$ cat config.mk
export PLATFORM = sky130hd
export DESIGN_NAME = sorted_priority_queue_core_flat
export DESIGN_NICKNAME = d
export VERILOG_FILES = /design/src/rtl/core/spq_pkg.sv /design/src/rtl/core/spq_if.sv /design/src/rtl/core/spq_cell.sv /design/src/rtl/core/sorted_priority_queue_core.sv /design/src/flat_wrapper.sv
export SDC_FILE = /design/constraint.sdc
export NUM_CORES = 2
export LEC_CHECK = 0
export BUFFER_PORTS_ARGS = -buffer_cell sky130_fd_sc_hd__clkbuf_2
export CAP_MARGIN = 15
export CORE_UTILIZATION = 25
export CTS_CLUSTER_DIAMETER = 60
export DETAILED_ROUTE_END_ITERATION = 10
export GPL_TIMING_DRIVEN = 0
export SYNTH_ARGS = -nofsm -noshare
export SYNTH_HDL_FRONTEND = slang
export SYNTH_HIERARCHICAL = 1
export SYNTH_SLANG_ARGS = --single-unit
$ cat constraint.sdc
create_clock -name clk_i -period 6.92 [get_ports clk_i]
set_input_delay 0 -clock clk_i [delete_from_list [all_inputs] [get_ports clk_i]]
set_output_delay 0 -clock clk_i [all_outputs]
set_load 0.01 [all_outputs]
$ cat src/rtl/core/spq_pkg.sv
package spq_pkg;

  localparam int unsigned ValueWidth  = 32;
  localparam int unsigned StatusWidth = 2;
  localparam int unsigned CountWidth  = 5;

  typedef logic signed [ValueWidth-1:0] value_t;
  typedef logic [CountWidth-1:0]        count_t;

  typedef enum logic {
    OP_INSERT = 1'b0,
    OP_DELETE = 1'b1
  } opcode_e;

  typedef enum logic [StatusWidth-1:0] {
    ST_OK        = 2'd0,
    ST_FULL      = 2'd1,
    ST_EMPTY     = 2'd2,
    ST_NOT_FOUND = 2'd3
  } status_e;

  // Broadcast control, seen by every cell of the chain in the same cycle.
  typedef struct packed {
    logic ins_en;
    logic del_en;
  } cell_ctrl_t;

endpackage

$ cat src/rtl/core/spq_if.sv
interface spq_cmd_if;
  import spq_pkg::*;

  logic    valid;
  logic    ready;
  opcode_e opcode;
  value_t  value;

  modport source (output valid, output opcode, output value, input ready);
  modport sink (input valid, input opcode, input value, output ready);
endinterface

interface spq_rsp_if;
  import spq_pkg::*;

  logic    valid;
  logic    ready;
  status_e status;
  count_t  count;
  value_t  top_value;

  modport source (output valid, output status, output count, output top_value, input ready);
  modport sink (input valid, input status, input count, input top_value, output ready);
endinterface

$ cat src/rtl/core/spq_cell.sv
module spq_cell
  import spq_pkg::*;
(
  input  logic       clk_i,
  input  cell_ctrl_t ctrl_i,
  input  value_t     value_i,
  input  logic       valid_i,
  input  logic       prev_ge_i,
  input  value_t     prev_entry_i,
  input  value_t     next_entry_i,
  output logic       ge_o,
  output logic       eq_o,
  output value_t     entry_o,
  output value_t     entry_d_o
);

  value_t entry_q;
  value_t entry_d;

  // An empty cell counts as lower than any value, so the flag stays monotone along the chain.
  assign ge_o = !valid_i || (value_i >= entry_q);
  assign eq_o = valid_i && (value_i == entry_q);

  always_comb begin
    entry_d = entry_q;
    if (ctrl_i.ins_en) begin
      if (prev_ge_i) begin
        entry_d = prev_entry_i;
      end else if (ge_o) begin
        entry_d = value_i;
      end
    end else if (ctrl_i.del_en) begin
      if (ge_o) begin
        entry_d = next_entry_i;
      end
    end
  end

  always_ff @(posedge clk_i) begin
    entry_q <= entry_d;
  end

  assign entry_o   = entry_q;
  assign entry_d_o = entry_d;

endmodule

$ cat src/rtl/core/sorted_priority_queue_core.sv
// Priority queue of up to DEPTH signed 32-bit values kept in descending order in a
// chain of cells, one entry per cell. Each command beat (insert or delete) is
// compared against every cell at once and the chain shifts by one place in the
// same cycle, so one command is taken per clock while no pending response holds
// ready low; its response beat is in the output register the next cycle. A new
// command is taken while the previous response is still pending as long as
// that response is taken in the same cycle. Equal values are inserted ahead of
// existing ones and a delete removes the frontmost match. A full insert, an
// empty delete or a delete of an absent value leaves the contents unchanged and
// reports the matching status. The count field is reported modulo 32.
module sorted_priority_queue_core
  import spq_pkg::*;
#(
  parameter int unsigned DEPTH = 16
) (
  input  logic clk_i,
  input  logic rst_ni,
  spq_cmd_if.sink   cmd_i,
  spq_rsp_if.source rsp_o
);

  localparam int unsigned CntW = $clog2(DEPTH + 1);

  logic [CntW-1:0] count_q;
  logic [CntW-1:0] count_d;
  logic            rsp_valid_q;
  status_e         status_q;
  status_e         status_d;
  count_t          count_out_q;
  value_t          top_q;
  value_t          top_d;

  logic            accept;
  logic            is_full;
  logic            is_empty;
  logic            found;
  cell_ctrl_t      ctrl;

  logic   [DEPTH-1:0] valid;
  logic   [DEPTH-1:0] ge;
  logic   [DEPTH-1:0] eq;
  value_t             entry   [DEPTH];
  value_t             entry_d [DEPTH];

  assign cmd_i.ready = !rsp_valid_q || rsp_o.ready;
  assign accept      = cmd_i.valid && cmd_i.ready;

  assign is_full  = (count_q == CntW'(DEPTH));
  assign is_empty = (count_q == '0);
  assign found    = |eq;

  always_comb begin
    ctrl     = '0;
    count_d  = count_q;
    status_d = ST_OK;
    unique case (cmd_i.opcode)
      OP_INSERT: begin
        if (is_full) begin
          status_d = ST_FULL;
        end else begin
          ctrl.ins_en = accept;
          count_d     = count_q + CntW'(1);
        end
      end
      OP_DELETE: begin
        if (is_empty) begin
          status_d = ST_EMPTY;
        end else if (!found) begin
          status_d = ST_NOT_FOUND;
        end else begin
          ctrl.del_en = accept;
          count_d     = count_q - CntW'(1);
        end
      end
      default: begin
        status_d = ST_OK;
      end
    endcase
  end

  assign top_d = (count_d == '0) ? '0 : entry_d[0];

  for (genvar k = 0; k < DEPTH; k++) begin : g_cell
    logic   prev_ge;
    value_t prev_entry;
    value_t next_entry;

    assign valid[k] = (count_q > CntW'(k));

    if (k == 0) begin : g_first
      assign prev_ge    = 1'b0;
      assign prev_entry = '0;
    end else begin : g_inner
      assign prev_ge    = ge[k-1];
      assign prev_entry = entry[k-1];
    end

    if (k == DEPTH - 1) begin : g_last
      assign next_entry = '0;
    end else begin : g_body
      assign next_entry = entry[k+1];
    end

    spq_cell u_cell (
      .clk_i       (clk_i),
      .ctrl_i      (ctrl),
      .value_i     (cmd_i.value),
      .valid_i     (valid[k]),
      .prev_ge_i   (prev_ge),
      .prev_entry_i(prev_entry),
      .next_entry_i(next_entry),
      .ge_o        (ge[k]),
      .eq_o        (eq[k]),
      .entry_o     (entry[k]),
      .entry_d_o   (entry_d[k])
    );
  end

  always_ff @(posedge clk_i or negedge rst_ni) begin
    if (!rst_ni) begin
      count_q     <= '0;
      rsp_valid_q <= 1'b0;
    end else begin
      if (accept) begin
        count_q     <= count_d;
        rsp_valid_q <= 1'b1;
      end else if (rsp_o.ready) begin
        rsp_valid_q <= 1'b0;
      end
    end
  end

  always_ff @(posedge clk_i) begin
    if (accept) begin
      status_q    <= status_d;
      count_out_q <= count_t'(count_d);
      top_q       <= top_d;
    end
  end

  assign rsp_o.valid     = rsp_valid_q;
  assign rsp_o.status    = status_q;
  assign rsp_o.count     = count_out_q;
  assign rsp_o.top_value = top_q;

endmodule
$ cat src/flat_wrapper.sv
// flat-port wrapper written by rule: the top's interface ports become plain ports
module sorted_priority_queue_core_flat import spq_pkg::*;
#(
  parameter int unsigned DEPTH = 16
)
  (clk_i, rst_ni, cmd_i_valid, cmd_i_opcode, cmd_i_value, cmd_i_ready, rsp_o_valid, rsp_o_status, rsp_o_count, rsp_o_top_value, rsp_o_ready);
  spq_cmd_if cmd_i_i ();
  spq_rsp_if rsp_o_i ();
  input  logic clk_i;
  input  logic rst_ni;
  input wire logic [$bits(cmd_i_i.valid)-1:0] cmd_i_valid;
  input wire logic [$bits(cmd_i_i.opcode)-1:0] cmd_i_opcode;
  input wire logic [$bits(cmd_i_i.value)-1:0] cmd_i_value;
  output wire logic [$bits(cmd_i_i.ready)-1:0] cmd_i_ready;
  output wire logic [$bits(rsp_o_i.valid)-1:0] rsp_o_valid;
  output wire logic [$bits(rsp_o_i.status)-1:0] rsp_o_status;
  output wire logic [$bits(rsp_o_i.count)-1:0] rsp_o_count;
  output wire logic [$bits(rsp_o_i.top_value)-1:0] rsp_o_top_value;
  input wire logic [$bits(rsp_o_i.ready)-1:0] rsp_o_ready;
  assign cmd_i_i.valid = cmd_i_valid;
  assign cmd_i_i.opcode = cmd_i_opcode;
  assign cmd_i_i.value = cmd_i_value;
  assign cmd_i_ready = cmd_i_i.ready;
  assign rsp_o_valid = rsp_o_i.valid;
  assign rsp_o_status = rsp_o_i.status;
  assign rsp_o_count = rsp_o_i.count;
  assign rsp_o_top_value = rsp_o_i.top_value;
  assign rsp_o_i.ready = rsp_o_ready;
  sorted_priority_queue_core #(.DEPTH(DEPTH)) u_core (.clk_i(clk_i), .rst_ni(rst_ni), .cmd_i(cmd_i_i), .rsp_o(rsp_o_i));
endmodule
==> metrics.md <==
| Metric | Value |
|---|---|
| Core Util, Final | `28.8%` |
| Sink Count | `557` |
| Vias post-DR | `57200` |
| GPL Wtd Cong | `0.933` |
| RSZ-0062 raised after global routing | `no` |
| GRT met3 Usage | `3.08%` |
| Slowest stage cell, crit path | `dfxtp_1` |
| Maximum vdd ir drop | `0.268 mV` |
| H-tree Lvls | `3` |
| Synth Warn # | `6` |
| Tot GR Track Use | `19.0%` |
| Cts bufs inserted | `97` |
| Non-filler cells, final | `10400` |
| Final instance area | `67900 sq um` |
| Area delta synth->final | `14.5%` |
| Die span in x | `489 um` |
| Fmax | `0.189 GHz` |
| Height of the die | `489 um` |
| MaxCap Viol Count | `0` |
| DRT antenna net count | `0` |
| DPL Wire Length | `184000 um` |
| Final setup viols | `0` |
| Cell Area, Synth | `59300 sq um` |
| First-pass GRT wire length | `352000 um` |
| Rows | `178` |
| Max stage delay on crit path | `0.54 ns` |
| Post-synthesis register bit count | `557` |
| Final Hold Viols | `0` |
| Top FF cell, synth | `dfxtp_1` |
| Post-DR vias/cell | `5.52` |
| CTS root buf | `clkbuf_16` |
| Final Routed Wirelength | `237000 um` |
| Pins Over Slew Limit | `0` |
| Crit start category | `flop` |
| Power Density | `496 nW/um^2` |
| Fill cells | `24900` |
| Initial drt markers | `6013` |
| EDFF count, synth | `39` |
| Leakage | `30.9 nW` |
| Final routed DRC violation total | `0` |
| Cells on worst reg2reg path | `15` |
| Drt pass-1 iters | `6` |
| Synth cell types | `73` |
| Ports | `78` |
| Post-Route Setup TNS | `0 ns` |
| Crit. Startpoint | `u_core/g_cell[11].u_cell/entry_o[27]` |
| Sequential share of the synthesized area | `19.5%` |
| Post-Synthesis Cells | `6855` |
| Crit Path Class | `reg -> reg` |
| Hold Crit Class | `in -> reg` |
| Post-route setup slack | `1.63 ns` |
| Max_slew headroom | `33.2%` |
| Skew-Pair Late Insertion Delay | `0.75 ns` |
| Port bufs | `77` |
| GRT Max-Usage Layer | `met2` |
| Ys async rst share | `1.08%` |
| CTS tree | `done` |
| Worst hold margin | `0.145 ns` |
| Initial Util | `25.2%` |
| Die area | `239000 sq um` |
| CP Max Fanout | `14` |
| Share of post-route cells with drive strength above 1 | `14.8%` |
| DR WL/cell | `22.8 um` |
| Req. time, crit path | `7.53 ns` |
| Hold_buf cts | `7` |
| Placed insts | `10200` |
| Reg-to-Reg Start | `u_core/g_cell[11].u_cell/entry_o[27]` |
| DP Worst Slack | `1.38 ns` |
| Worst Skew | `0.0987 ns` |
| Total core area | `235000 sq um` |
| Syn Area/Cell | `8.65 sq um` |
| Placed inst area | `64400 sq um` |
| Number of gates resized after cts | `0` |
| NumNets Final | `7687` |
| Status | `finished clean` |
| Part of the cycle the worst path needs | `76.5%` |
| Worst-margin pin slew | `0.992 ns` |
| Final Critical Period | `5.29 ns` |
| Grt met1 use | `24.9%` |
| Worst-path cell chain | `inv_1, ha_1, nand4_1, nand4bb_1, or3b_1, nor2_1, nor4_4, nand4_4, nand3_1, nor2_4, buf_12, buf_1, clkbuf_1, a211oi_1, a311o_1` |
| Register-to-register setup slack | `1.63 ns` |
| Clk buf depth | `3` |
| Largest net degree at the start of global routing | `42` |
| Total power draw | `33.7 mW` |
| Post-CTS setup buffer count | `0` |
| Crit end category | `flop` |
| Clk slew on worst S/H paths | `0.06 ns` |
| Met2 Use GR | `30.6%` |
| Capturing point of the worst reg2reg path | `u_core/g_cell[9].u_cell/entry_o[30]` |
| Vias in the first global route | `56400` |
| Critical path endpoint | `u_core/g_cell[9].u_cell/entry_o[30]` |
| Total global routing overflow | `0` |
| WP data arrival | `5.90 ns` |
| Initial antenna violation count | `16` |
-- worst min path at each step --
stage / from / to / depth (start not counted)
final: cmd_i_value[24] / u_core/g_cell[8].u_cell/entry_o[24] / 4
after global placement: rst_ni / u_core/rsp_o.valid / 1
after global routing: cmd_i_value[4] / u_core/g_cell[9].u_cell/entry_o[4] / 4
after detailed placement: rst_ni / u_core/rsp_o.valid / 1
after CTS: cmd_i_value[5] / u_core/g_cell[12].u_cell/entry_o[5] / 4
after floorplan: rst_ni / u_core/count_q[0] / 0
-- sequential cells by signal, indices dropped and copies added (netlist names) --
register / count
u_core/g_cell.u_cell/entry_o: 512
u_core/rsp_o.top_value: 32
u_core/count_q: 5
u_core/rsp_o.count: 5
u_core/rsp_o.status: 2
u_core/rsp_o.valid: 1
-- critical path: cells and delay by family (launching register included) --
family	cells	cell delay, ns
simple gates	8	2.42
buf+inv	4	1.29
flops	1	0.54
compound gates	2	0.53
fa+ha+maj	1	0.34
-- per-layer routing --
| metal | share of wire [%] | vias to the layer above |
|---|---|---|
| met5 | 0.0089 | - |
| met4 | 4.4 | 4 |
| met3 | 7.7 | 601 |
| met2 | 45 | 2670 |
| met1 | 43 | 28000 |
| li1 | - | 25900 |
-- kinds of logic (layout without fill, tap and decap cells) --
logic type / count (synthesis) / in the layout / share of synthesized area [%]
buffers and inverters: 1214 / 1511 / 10.3
AOI/OAI and AO/OA: 1442 / 1442 / 23.4
xor gates and xnor gates: 1 / 1 / 0.0148
adders and majority gates: 518 / 518 / 10.9
muxes: 531 / 531 / 9.27
and+or+nand+nor: 2591 / 2591 / 26.6
DFF: 557 / 557 / 19.5
other: 1 / 66 / 0.00633
-- Yosys cell counts (15+ instances only) --
library cell     n  area, sq um
a211oi_2       393         4920
dfxtp_1        512        10200
a41oi_2         30          488
nor4_2          16          200
nand2b_1       545         3410
o21ai_1         31          155
inv_1          569         2140
and4_1          30          263
a21o_1          17          128
a221oi_1        16          140
a211oi_1       121          908
nor2b_1         33          206
edfxtp_1        39         1170
nor3_1          18         90.1
nand3_1         40          200
and3_4          15          169
mux2i_1        514         5140
o21ai_0         74          370
ha_1           518         6480
buf_2           77          385
nand4_1         68          425
nor4_4          18          383
clkbuf_1       393         1480
buf_4           59          443
a31oi_1         15         93.8
buf_12          42          841
clkbuf_8        28          385
and4b_1        513         5130
a311o_1        512         5120
a21oi_1        170          851
nand2_1        139          522
nor2_1        1096         4110
-- final cells by class --
class | instances | area [sq um] | share of cell area, %
Multi-Input combinational cell | 5148 | 41800 | 61.6
Timing Repair Buffer | 114 | 1020 | 1.50
Clock inverter | 59 | 713 | 1.05
Inverter | 571 | 2140 | 3.16
Clock buffer | 124 | 2680 | 3.95
Tap cell | 3150 | 3940 | 5.80
Antenna cell | 1 | 2.50 | 0.00369
Buffer | 643 | 3980 | 5.86
Sequential cell | 557 | 11600 | 17.0
-- where the power goes --
group | internal [mW] | leakage [nW] | switching (mW)
Combinational | 8.60 | 24.5 | 12.8
Sequential | 4.85 | 4.74 | 2.27
Clock | 3.13 | 1.62 | 2.02
Total | 16.6 | 30.9 | 17.1
-- cells in the final DEF, fill, tap and decap left out, drive strengths merged, types with 40 or more instances in the layout --
master	count
nor2	1098
clkbuf	636
inv	575
nand2b	545
mux2i	528
ha	518
a211oi	514
and4b	513
a311o	513
dfxtp	512
buf	238
a21oi	184
nand2	140
o21ai	105
nand4	83
conb	65
nand3	40
Note: power is estimated with default switching activity, not from simulation.
